===== src/rtl/ebid_pkg.sv =====
// Package: shared constants, types and helpers of the build-id note scanner.
package ebid_pkg;

  // Default depth of the build-id store, in bytes
  localparam int unsigned MAX_ID_BYTES_DEF = 64;

  // Note fields that identify the build-id note
  localparam logic [31:0] NOTE_TYPE_BUILD_ID = 32'd3;
  localparam logic [31:0] NOTE_NAME_SIZE     = 32'd4;
  localparam logic [3:0]  HDR_LAST_IDX       = 4'd11;

  // Result status codes
  typedef enum logic [1:0] {
    ST_BYTE  = 2'd0,
    ST_EMPTY = 2'd1,
    ST_NONE  = 2'd2,
    ST_LONG  = 2'd3
  } status_t;

  // Datapath to controller
  typedef struct packed {
    logic start_run;  // accepted beat completes a storable descriptor
    logic out_free;   // output register can take a result this cycle
    logic rd_left;    // stored bytes remain to be read out
    logic rd_hold;    // store read data is waiting to be sent
  } ebid_sts_t;

  // Controller to datapath
  typedef struct packed {
    logic take;       // input beat accepted
    logic issue;      // read next stored byte
    logic load_run;   // move store read data into output register
  } ebid_cmd_t;

  // Expected name bytes "GNU\0"
  function automatic logic [7:0] gnu_byte(input logic [1:0] idx);
    logic [7:0] b;
    unique case (idx)
      2'd0:    b = 8'h47;
      2'd1:    b = 8'h4E;
      2'd2:    b = 8'h55;
      default: b = 8'h00;
    endcase
    return b;
  endfunction

endpackage


===== src/rtl/ebid_in_if.sv =====
// Interface: input channel, one note-region byte per beat.
interface ebid_in_if;
  logic       valid;
  logic       ready;
  logic [7:0] note_byte;
  logic       last_byte;

  modport source (output valid, output note_byte, output last_byte, input ready);
  modport sink   (input valid, input note_byte, input last_byte, output ready);
endinterface


===== src/rtl/ebid_out_if.sv =====
// Interface: result channel, one status/id byte per beat.
interface ebid_out_if;
  logic                valid;
  logic                ready;
  ebid_pkg::status_t   status;
  logic [7:0]          id_byte;
  logic                last_of_run;

  modport source (output valid, output status, output id_byte, output last_of_run,
                  input ready);
  modport sink   (input valid, input status, input id_byte, input last_of_run,
                  output ready);
endinterface


===== src/rtl/ebid_ctrl.sv =====
// Controller: intake versus read-out of the stored build id.
module ebid_ctrl (
  input  logic                clk,
  input  logic                rst_n,
  input  logic                in_valid,
  output logic                in_ready,
  input  ebid_pkg::ebid_sts_t sts,
  output ebid_pkg::ebid_cmd_t cmd
);
  import ebid_pkg::*;

  typedef enum logic [1:0] {
    S_RUN   = 2'b01,
    S_DRAIN = 2'b10
  } ctrl_state_t;

  ctrl_state_t state_r, state_nxt;

  // Handshake and read-out commands
  always_comb begin
    in_ready     = 1'b0;
    cmd.take     = 1'b0;
    cmd.issue    = 1'b0;
    cmd.load_run = 1'b0;
    unique case (state_r)
      S_RUN: begin
        in_ready = sts.out_free;
        cmd.take = in_valid & sts.out_free;
      end
      S_DRAIN: begin
        cmd.load_run = sts.rd_hold & sts.out_free;
        cmd.issue    = sts.rd_left & (~sts.rd_hold | cmd.load_run);
      end
      default: ;
    endcase
  end

  // Next state
  always_comb begin
    state_nxt = state_r;
    unique case (state_r)
      S_RUN:   if (cmd.take && sts.start_run) state_nxt = S_DRAIN;
      S_DRAIN: if (cmd.load_run && !sts.rd_left) state_nxt = S_RUN;
      default: state_nxt = S_RUN;
    endcase
  end

  always_ff @(posedge clk) begin
    if (!rst_n) begin
      state_r <= S_RUN;
    end else begin
      state_r <= state_nxt;
    end
  end

  // A completed storable descriptor always starts a read-out
  a_run_start: assert property (@(posedge clk) disable iff (!rst_n)
    cmd.take && sts.start_run |=> state_r == S_DRAIN)
    else $error("read-out did not start");

  // No intake during read-out
  a_no_take_drain: assert property (@(posedge clk) disable iff (!rst_n)
    state_r == S_DRAIN |-> !cmd.take && !in_ready)
    else $error("beat taken during read-out");

  // Loads only into a free output register, with data present
  a_load_ok: assert property (@(posedge clk) disable iff (!rst_n)
    cmd.load_run |-> sts.out_free && sts.rd_hold && state_r == S_DRAIN)
    else $error("bad read-out load");

endmodule


===== src/rtl/ebid_dp.sv =====
// Datapath: note header parsing, build-id store and output register.
module ebid_dp #(
  parameter int unsigned MAX_ID_BYTES = ebid_pkg::MAX_ID_BYTES_DEF
) (
  input  logic                clk,
  input  logic                rst_n,
  input  logic [7:0]          in_note_byte,
  input  logic                in_last_byte,
  input  ebid_pkg::ebid_cmd_t cmd,
  output ebid_pkg::ebid_sts_t sts,
  ebid_out_if.source          out_if
);
  import ebid_pkg::*;

  localparam int unsigned AW = (MAX_ID_BYTES > 1) ? $clog2(MAX_ID_BYTES) : 1;
  localparam int unsigned CW = $clog2(MAX_ID_BYTES + 1);
  localparam logic [31:0] MAX_LEN  = 32'(MAX_ID_BYTES);
  localparam logic [CW-1:0] MAX_CNT = CW'(MAX_ID_BYTES);

  typedef enum logic [5:0] {
    PH_HEADER     = 6'b000001,
    PH_NAME_SKIP  = 6'b000010,
    PH_DESC_SKIP  = 6'b000100,
    PH_NAME_CHECK = 6'b001000,
    PH_COLLECT    = 6'b010000,
    PH_DONE       = 6'b100000
  } phase_t;

  phase_t         phase_r, phase_nxt;
  logic [3:0]     hdr_cnt_r, hdr_cnt_nxt;
  logic [31:0]    name_len_r, name_len_nxt;
  logic [31:0]    desc_len_r, desc_len_nxt;
  logic [31:0]    kind_r, kind_nxt;
  logic [32:0]    skip_r, skip_nxt;
  logic           match_r, match_nxt;
  logic [CW-1:0]  stored_r, stored_nxt;
  logic           found_r, found_nxt;
  logic [CW-1:0]  rd_idx_r;
  logic [CW-1:0]  drain_len_r;
  logic           rd_hold_r;
  logic [7:0]     mem_q_r;
  logic [7:0]     id_mem [MAX_ID_BYTES];

  logic           out_valid_r;
  status_t        out_status_r;
  logic [7:0]     out_byte_r;
  logic           out_last_r;

  logic [32:0]    name_pad, desc_pad, skip_dec;
  logic [31:0]    kind_full;
  logic           desc_short, match_now;
  logic           wr_en, single_v, start_run;
  status_t        single_st;
  logic [CW-1:0]  run_len;

  // Padded lengths and header assembly helpers
  assign name_pad   = ({1'b0, name_len_r} + 33'd3) & ~33'd3;
  assign desc_pad   = ({1'b0, desc_len_r} + 33'd3) & ~33'd3;
  assign skip_dec   = skip_r - 33'd1;
  assign kind_full  = {in_note_byte, kind_r[23:0]};
  assign desc_short = desc_len_r <= MAX_LEN;
  assign match_now  = match_r & (in_note_byte == gnu_byte(2'd0 - skip_r[1:0]));

  // Parser next state for the beat on the input
  always_comb begin
    phase_nxt    = phase_r;
    hdr_cnt_nxt  = hdr_cnt_r;
    name_len_nxt = name_len_r;
    desc_len_nxt = desc_len_r;
    kind_nxt     = kind_r;
    skip_nxt     = skip_r;
    match_nxt    = match_r;
    stored_nxt   = stored_r;
    found_nxt    = found_r;
    wr_en        = 1'b0;
    single_v     = 1'b0;
    single_st    = ST_NONE;
    start_run    = 1'b0;
    run_len      = stored_r + CW'(1);

    unique case (phase_r)
      PH_HEADER: begin
        hdr_cnt_nxt = hdr_cnt_r + 4'd1;
        // little-endian byte lanes of the three header words
        unique case (hdr_cnt_r[3:2])
          2'd0: begin
            unique case (hdr_cnt_r[1:0])
              2'd0:    name_len_nxt[7:0]   = in_note_byte;
              2'd1:    name_len_nxt[15:8]  = in_note_byte;
              2'd2:    name_len_nxt[23:16] = in_note_byte;
              default: name_len_nxt[31:24] = in_note_byte;
            endcase
          end
          2'd1: begin
            unique case (hdr_cnt_r[1:0])
              2'd0:    desc_len_nxt[7:0]   = in_note_byte;
              2'd1:    desc_len_nxt[15:8]  = in_note_byte;
              2'd2:    desc_len_nxt[23:16] = in_note_byte;
              default: desc_len_nxt[31:24] = in_note_byte;
            endcase
          end
          default: begin
            unique case (hdr_cnt_r[1:0])
              2'd0:    kind_nxt[7:0]   = in_note_byte;
              2'd1:    kind_nxt[15:8]  = in_note_byte;
              2'd2:    kind_nxt[23:16] = in_note_byte;
              default: kind_nxt[31:24] = in_note_byte;
            endcase
          end
        endcase
        if (hdr_cnt_r == HDR_LAST_IDX) begin
          hdr_cnt_nxt = 4'd0;
          if (kind_full == NOTE_TYPE_BUILD_ID && name_len_r == NOTE_NAME_SIZE) begin
            phase_nxt = PH_NAME_CHECK;
            skip_nxt  = 33'd4;
            match_nxt = 1'b1;
          end else if (name_len_r != 32'd0) begin
            phase_nxt = PH_NAME_SKIP;
            skip_nxt  = name_pad;
          end else if (desc_len_r != 32'd0) begin
            phase_nxt = PH_DESC_SKIP;
            skip_nxt  = desc_pad;
          end else begin
            skip_nxt  = 33'd0;
          end
        end
      end
      PH_NAME_SKIP: begin
        skip_nxt = skip_dec;
        if (skip_r == 33'd1) begin
          if (desc_len_r != 32'd0) begin
            phase_nxt = PH_DESC_SKIP;
            skip_nxt  = desc_pad;
          end else begin
            phase_nxt = PH_HEADER;
          end
        end
      end
      PH_DESC_SKIP: begin
        skip_nxt = skip_dec;
        if (skip_r == 33'd1) phase_nxt = PH_HEADER;
      end
      PH_NAME_CHECK: begin
        skip_nxt  = skip_dec;
        match_nxt = match_now;
        if (skip_r == 33'd1) begin
          if (!match_now) begin
            if (desc_len_r != 32'd0) begin
              phase_nxt = PH_DESC_SKIP;
              skip_nxt  = desc_pad;
            end else begin
              phase_nxt = PH_HEADER;
            end
          end else if (desc_len_r == 32'd0) begin
            // matching note with an empty descriptor
            single_v  = 1'b1;
            single_st = ST_EMPTY;
            found_nxt = 1'b1;
            phase_nxt = PH_DONE;
          end else begin
            phase_nxt  = PH_COLLECT;
            skip_nxt   = {1'b0, desc_len_r};
            stored_nxt = '0;
          end
        end
      end
      PH_COLLECT: begin
        skip_nxt = skip_dec;
        if (desc_short && stored_r < MAX_CNT) begin
          wr_en      = 1'b1;
          stored_nxt = stored_r + CW'(1);
        end
        if (skip_r == 33'd1) begin
          found_nxt = 1'b1;
          phase_nxt = PH_DONE;
          if (!desc_short) begin
            single_v  = 1'b1;
            single_st = ST_LONG;
          end else begin
            start_run = 1'b1;
          end
        end
      end
      PH_DONE: ;
      default: phase_nxt = PH_HEADER;
    endcase

    // End of region: report a miss, then clear parse state
    if (in_last_byte) begin
      if (!found_nxt) begin
        single_v  = 1'b1;
        single_st = ST_NONE;
      end
      phase_nxt    = PH_HEADER;
      hdr_cnt_nxt  = 4'd0;
      name_len_nxt = 32'd0;
      desc_len_nxt = 32'd0;
      kind_nxt     = 32'd0;
      skip_nxt     = 33'd0;
      match_nxt    = 1'b1;
      stored_nxt   = '0;
      found_nxt    = 1'b0;
    end
  end

  // Parse state registers
  always_ff @(posedge clk) begin
    if (!rst_n) begin
      phase_r    <= PH_HEADER;
      hdr_cnt_r  <= 4'd0;
      name_len_r <= 32'd0;
      desc_len_r <= 32'd0;
      kind_r     <= 32'd0;
      skip_r     <= 33'd0;
      match_r    <= 1'b1;
      stored_r   <= '0;
      found_r    <= 1'b0;
    end else if (cmd.take) begin
      phase_r    <= phase_nxt;
      hdr_cnt_r  <= hdr_cnt_nxt;
      name_len_r <= name_len_nxt;
      desc_len_r <= desc_len_nxt;
      kind_r     <= kind_nxt;
      skip_r     <= skip_nxt;
      match_r    <= match_nxt;
      stored_r   <= stored_nxt;
      found_r    <= found_nxt;
    end
  end

  // Build-id store: one write port, registered read
  always_ff @(posedge clk) begin
    if (cmd.take && wr_en) id_mem[stored_r[AW-1:0]] <= in_note_byte;
    if (cmd.issue) mem_q_r <= id_mem[rd_idx_r[AW-1:0]];
  end

  // Read-out pointer and run length
  always_ff @(posedge clk) begin
    if (!rst_n) begin
      rd_idx_r    <= '0;
      drain_len_r <= '0;
      rd_hold_r   <= 1'b0;
    end else begin
      if (cmd.take && start_run) begin
        rd_idx_r    <= '0;
        drain_len_r <= run_len;
      end else if (cmd.issue) begin
        rd_idx_r <= rd_idx_r + CW'(1);
      end
      if (cmd.issue) rd_hold_r <= 1'b1;
      else if (cmd.load_run) rd_hold_r <= 1'b0;
    end
  end

  // Output register
  always_ff @(posedge clk) begin
    if (!rst_n) begin
      out_valid_r <= 1'b0;
    end else if ((cmd.take && single_v) || cmd.load_run) begin
      out_valid_r <= 1'b1;
    end else if (out_if.ready) begin
      out_valid_r <= 1'b0;
    end
  end

  always_ff @(posedge clk) begin
    if (cmd.load_run) begin
      out_status_r <= ST_BYTE;
      out_byte_r   <= mem_q_r;
      out_last_r   <= (rd_idx_r == drain_len_r);
    end else if (cmd.take && single_v) begin
      out_status_r <= single_st;
      out_byte_r   <= 8'h00;
      out_last_r   <= 1'b1;
    end
  end

  assign out_if.valid       = out_valid_r;
  assign out_if.status      = out_status_r;
  assign out_if.id_byte     = out_byte_r;
  assign out_if.last_of_run = out_last_r;

  assign sts.start_run = start_run;
  assign sts.out_free  = ~out_valid_r | out_if.ready;
  assign sts.rd_left   = (rd_idx_r != drain_len_r);
  assign sts.rd_hold   = rd_hold_r;

  // Read pointer never passes the run length
  a_rd_range: assert property (@(posedge clk) disable iff (!rst_n)
    rd_idx_r <= drain_len_r)
    else $error("read pointer past run length");

  // Status-only results are always single-beat runs
  a_single_last: assert property (@(posedge clk) disable iff (!rst_n)
    out_valid_r && out_status_r != ST_BYTE |-> out_last_r && out_byte_r == 8'h00)
    else $error("status result not a closed run");

  // A stored descriptor never exceeds the store
  a_store_cap: assert property (@(posedge clk) disable iff (!rst_n)
    stored_r <= MAX_CNT)
    else $error("store count overflow");

endmodule


===== src/rtl/elf_build_id_note_scanner.sv =====
// Top level: GNU build-id note scanner over a byte stream of ELF notes.
//
//   channel | dir | payload                          | beat
//   in_if   | in  | note_byte[7:0], last_byte        | one region byte
//   out_if  | out | status[1:0], id_byte[7:0],       | one result
//           |     | last_of_run                      |
//
// One input byte per cycle while parsing; results for a byte are registered
// and the next byte is taken while a single result waits if the sink takes it.
// A found build id of N bytes is read from the id store one byte per cycle
// while the sink keeps up; intake pauses for the read-out (a registered store
// read, then N beats), longer if the result sink stalls.
// Reset (rst_n low, synchronous) returns the parser to the header phase.
module elf_build_id_note_scanner #(
  parameter int unsigned MAX_ID_BYTES = ebid_pkg::MAX_ID_BYTES_DEF
) (
  input  logic      clk,
  input  logic      rst_n,
  ebid_in_if.sink   in_if,
  ebid_out_if.source out_if
);
  import ebid_pkg::*;

  ebid_sts_t sts;
  ebid_cmd_t cmd;

  ebid_ctrl u_ctrl (
    .clk      (clk),
    .rst_n    (rst_n),
    .in_valid (in_if.valid),
    .in_ready (in_if.ready),
    .sts      (sts),
    .cmd      (cmd)
  );

  ebid_dp #(
    .MAX_ID_BYTES (MAX_ID_BYTES)
  ) u_dp (
    .clk          (clk),
    .rst_n        (rst_n),
    .in_note_byte (in_if.note_byte),
    .in_last_byte (in_if.last_byte),
    .cmd          (cmd),
    .sts          (sts),
    .out_if       (out_if)
  );

endmodule

===== src/flat_wrapper.sv =====
// flat-port wrapper written by rule: the top's interface ports become plain ports
module elf_build_id_note_scanner_flat import ebid_pkg::*;
#(
  parameter int unsigned MAX_ID_BYTES = ebid_pkg::MAX_ID_BYTES_DEF
)
  (clk, rst_n, in_if_valid, in_if_note_byte, in_if_last_byte, in_if_ready, out_if_valid, out_if_status, out_if_id_byte, out_if_last_of_run, out_if_ready);
  ebid_in_if in_if_i ();
  ebid_out_if out_if_i ();
  input  logic clk;
  input  logic rst_n;
  input wire logic [$bits(in_if_i.valid)-1:0] in_if_valid;
  input wire logic [$bits(in_if_i.note_byte)-1:0] in_if_note_byte;
  input wire logic [$bits(in_if_i.last_byte)-1:0] in_if_last_byte;
  output wire logic [$bits(in_if_i.ready)-1:0] in_if_ready;
  output wire logic [$bits(out_if_i.valid)-1:0] out_if_valid;
  output wire logic [$bits(out_if_i.status)-1:0] out_if_status;
  output wire logic [$bits(out_if_i.id_byte)-1:0] out_if_id_byte;
  output wire logic [$bits(out_if_i.last_of_run)-1:0] out_if_last_of_run;
  input wire logic [$bits(out_if_i.ready)-1:0] out_if_ready;
  assign in_if_i.valid = in_if_valid;
  assign in_if_i.note_byte = in_if_note_byte;
  assign in_if_i.last_byte = in_if_last_byte;
  assign in_if_ready = in_if_i.ready;
  assign out_if_valid = out_if_i.valid;
  assign out_if_status = out_if_i.status;
  assign out_if_id_byte = out_if_i.id_byte;
  assign out_if_last_of_run = out_if_i.last_of_run;
  assign out_if_i.ready = out_if_ready;
  elf_build_id_note_scanner #(.MAX_ID_BYTES(MAX_ID_BYTES)) u_core (.clk(clk), .rst_n(rst_n), .in_if(in_if_i), .out_if(out_if_i));
endmodule

===== config.mk =====
export PLATFORM = sky130hd
export DESIGN_NAME = elf_build_id_note_scanner_flat
export DESIGN_NICKNAME = d
export VERILOG_FILES = /design/src/rtl/ebid_pkg.sv /design/src/rtl/ebid_in_if.sv /design/src/rtl/ebid_out_if.sv /design/src/rtl/ebid_ctrl.sv /design/src/rtl/ebid_dp.sv /design/src/rtl/elf_build_id_note_scanner.sv /design/src/flat_wrapper.sv
export SDC_FILE = /design/constraint.sdc
export NUM_CORES = 1
export LEC_CHECK = 0
export BUFFER_PORTS_ARGS = -buffer_cell sky130_fd_sc_hd__buf_4
export CORE_MARGIN = 1.5
export CORE_UTILIZATION = 50
export DETAILED_ROUTE_END_ITERATION = 16
export PLACE_DENSITY_LB_ADDON = 0.1
export REMOVE_ABC_BUFFERS = 1
export SYNTH_ARGS = -nofsm -noshare
export SYNTH_HDL_FRONTEND = slang
export SYNTH_SLANG_ARGS = --single-unit

===== constraint.sdc =====
create_clock -name clk -period 4.3 [get_ports clk]
set_clock_uncertainty 0.1 [all_clocks]
set_input_delay 0.215 -clock clk [delete_from_list [all_inputs] [get_ports clk]]
set_output_delay 0.215 -clock clk [all_outputs]
set_load 0.1 [all_outputs]

==> metrics.txt <==
FP Rows 90; Worst Setup SP u_core.u_dp.desc_len_r[27]; starting DRC count in detailed routing about 1700; synth unique cells 85; Setup Buffers After CTS 0; crit path kind reg -> reg; clock slew at reported path FFs 60 ps; LEAKAGE roughly 0.011 uW; number of vias in the routed layout ~19000; Synth async-reset ratio 0; wire per inst 26.69 um; Mapped Area just over 30000 um2; synth cell count leaders edfxtp_1 (529), nor2_1 (242), mux4_2 (168); r2r endpoint u_core.u_dp.id_mem[61][3]; Critical Path End u_core.u_dp.id_mem[61][3]; Slew headroom 0.1680; CP Buf/Inv Count 1; worst skew pair latency 620 ps; Worst-Margin Slew 1246 ps; hpwl dp 53800 um; placed inst area between 30000 and 40000 um2; CP delay by family, top simple AND/OR/NAND/NOR gates; top cell type by total area after synthesis edfxtp_1; CTS Buf Count 74; share of the synthesized area in the top cell type 0.5247; Startpoint Class register; Yosys Warn Count 0; Tot Pwr 14330 uW; share of layout cells above drive strength 1 0.2103; top fanout value on the critical path 8; H-tree depth 3; DR vias/cell 6.262; initial antenna violation count 2; reg2reg path depth 7; WL final 80770 um; DRC viols 0; Synth Flop Type edfxtp_1; Final Cell Area 34450 um2; Final Max Slew Viols 0; Core Box Area between 60000 and 70000 um2; instance count of the mapped netlist 2086; arrival time at the worst endpoint 3810 ps; I/O pin count 26; WP data required 4520 ps; RSZ-0062 raised after global routing false; Setup violations, final 0; Worst R2R Start u_core.u_dp.desc_len_r[27]; CP cell instances nor4_1 -> nand3_1 -> or4_4 -> nor4_2 -> nand2_1 -> nor2_1 -> buf_4; number of global-route vias before repair 19050; Initial Util 0.5034; fmax 0.2790 GHz; largest net degree at the start of global routing 67; Final Hold Vio Count 0; clk buf depth 3; Resized Gates After CTS 0; Antenna Cells 0; critical path endpoint category register; Critical-path top delay cell or4_4; Initial DRT Pass Iterations 7; pre-CTS setup slack around 760 ps; first-pass GRT wire length between 100000 and 150000 um; Final period util 0.8336; average size of a mapped cell ~15 um2; synthesis-to-finish area growth 13.79%; Antenna Nets Post-Route 0; outcome finished clean; most frequent cell after synthesis edfxtp_1; die area ~62000 um2; critical path depth 7; Sink Count 689; CTS tree done; die extent in y 249.1 um; FF+latch area about 19000 um2; R2R setup slack 720 ps; Pwr per Cell Area 416.1 nW/um2; input/output buffers 25; NumNets Final 2216; combined area of the multi-input logic cells approximately 11000 um2; Root Buffer clkbuf_16; GRT Overall Usage 0.2640; Post-synth EDFFs 529; Synth area leaders edfxtp_1 (52%), mux4_2 (12%), dfxtp_1 (11%); Tmin final 3584 ps; total grt overflow 0; class of the worst hold path in -> reg; worst IR drop on VDD roughly 380 uV; Die X 249.1 um; max-cap violations 0; post-synthesis register bit count 689; Final WS setup around 720 ps; Filler cells 4791; max incr delay on CP 680 ps; post-synthesis sequential area ratio 0.6305; gpl congestion 0.9213
layout make-up:
class,count,share of cell area
tap,782,0.02840
sequential,689,0.5544
multi-input combinational,1251,0.3081
inverter,22,0.002434
timing repair buffer,154,0.03640
clock buffer,90,0.05757
clock inverter,38,0.01264
registers in the layout, indices dropped and copies added, names as in the netlist, 8 cells and up:
signal / count
u_core.u_dp.mem_q_r: 8
u_core.u_dp.name_len_r: 32
u_core.u_dp.kind_r: 24
u_core.u_dp.desc_len_r: 32
u_core.u_dp.skip_r: 33
u_core.u_dp.out_if.id_byte: 8
u_core.u_dp.id_mem: 512
per-stage QoR:
| stage | hold slack [ps] | TNS, ps | std cells | util |
|---|---|---|---|---|
| floorplan | 191.2 | -71180 | 1962 | - |
| global placement | 374.4 | 0 | 2894 | 0.5320 |
| detailed placement | 383.7 | 0 | 2894 | 0.5320 |
| CTS | 20.44 | 0 | 3026 | 0.5728 |
| global route | 87.72 | 0 | 3026 | 0.5728 |
| finish | 63.82 | 0 | 3026 | 0.5728 |
power by group:
group	total, uW	switching, uW	internal [uW]
logic	763	528	235
registers	7250	56.8	7190
clock network	6320	2650	3670
total	14300	3240	11100
metal layers:
metal,part of all wire,routed length [um],up-vias,track usage
met4,0.045,3651,4,0.1192
met5,0.00035,28,-,0
li1,-,-,8343,-
met3,0.060,4854,175,0.03804
met1,0.42,33850,9680,0.3644
met2,0.48,38390,748,0.4194
cell families after synthesis:
family / after synthesis / synth area share
multiplexers: 263 / 0.1564
XOR/XNOR: 87 / 0.02517
flip-flops: 689 / 0.6305
AND/OR/NAND/NOR: 622 / 0.1031
AO/OA/AOI/OAI: 268 / 0.06105
buffers and inverters: 146 / 0.01918
adder cells (fa/ha/maj): 11 / 0.004546
how the worst min path moves through the flow:
stage                                start                endpoint  slack (ps)  cells after the start
floorplan                            rst_n     u_core.u_dp.match_r         190                      1
global placement     u_core.u_dp.kind_r[1]   u_core.u_dp.kind_r[1]         370                      2
detailed placement  u_core.u_dp.kind_r[21]  u_core.u_dp.kind_r[21]         380                      2
CTS                        in_if_last_byte     u_core.u_dp.found_r          20                      3
global route               in_if_last_byte     u_core.u_dp.found_r          90                      3
finish                     in_if_last_byte     u_core.u_dp.found_r          60                      3
worst min-delay path, delay by kind of cell:
family | cells | cell delay (ps)
simple gates | 1 | 130
buf+inv | 1 | 250
compound gates | 1 | 140
layout by cell type, fill, tap and decap left out, drive strengths merged, types with 9 or more instances in the layout:
cell type and n:
nor2 246, and2 22, o31ai 15, clkbuf 90, nand2b 14, nand4 21, nand2 95, clkinv 27
mux2i 95, and3 11, a31oi 23, or4 9, edfxtp 529, nor2b 15, buf 150, mux4 168
a21oi 50, dfxtp 160, nor3 50, a22oi 14, o21ai 58, xnor2 41, o211ai 21, o21a 9
or3 13, ha 11, nand3 47, nor4 44, o22ai 9, inv 23, a211oi 10, xor2 46
what timing repair did:
item,4_1_cts,5_1_grt
endpoints found under the setup margin,0,0
hold buffers,4,0
endpoints found under the hold margin,34,0
No activity file was read; power rests on OpenSTA's default activity.
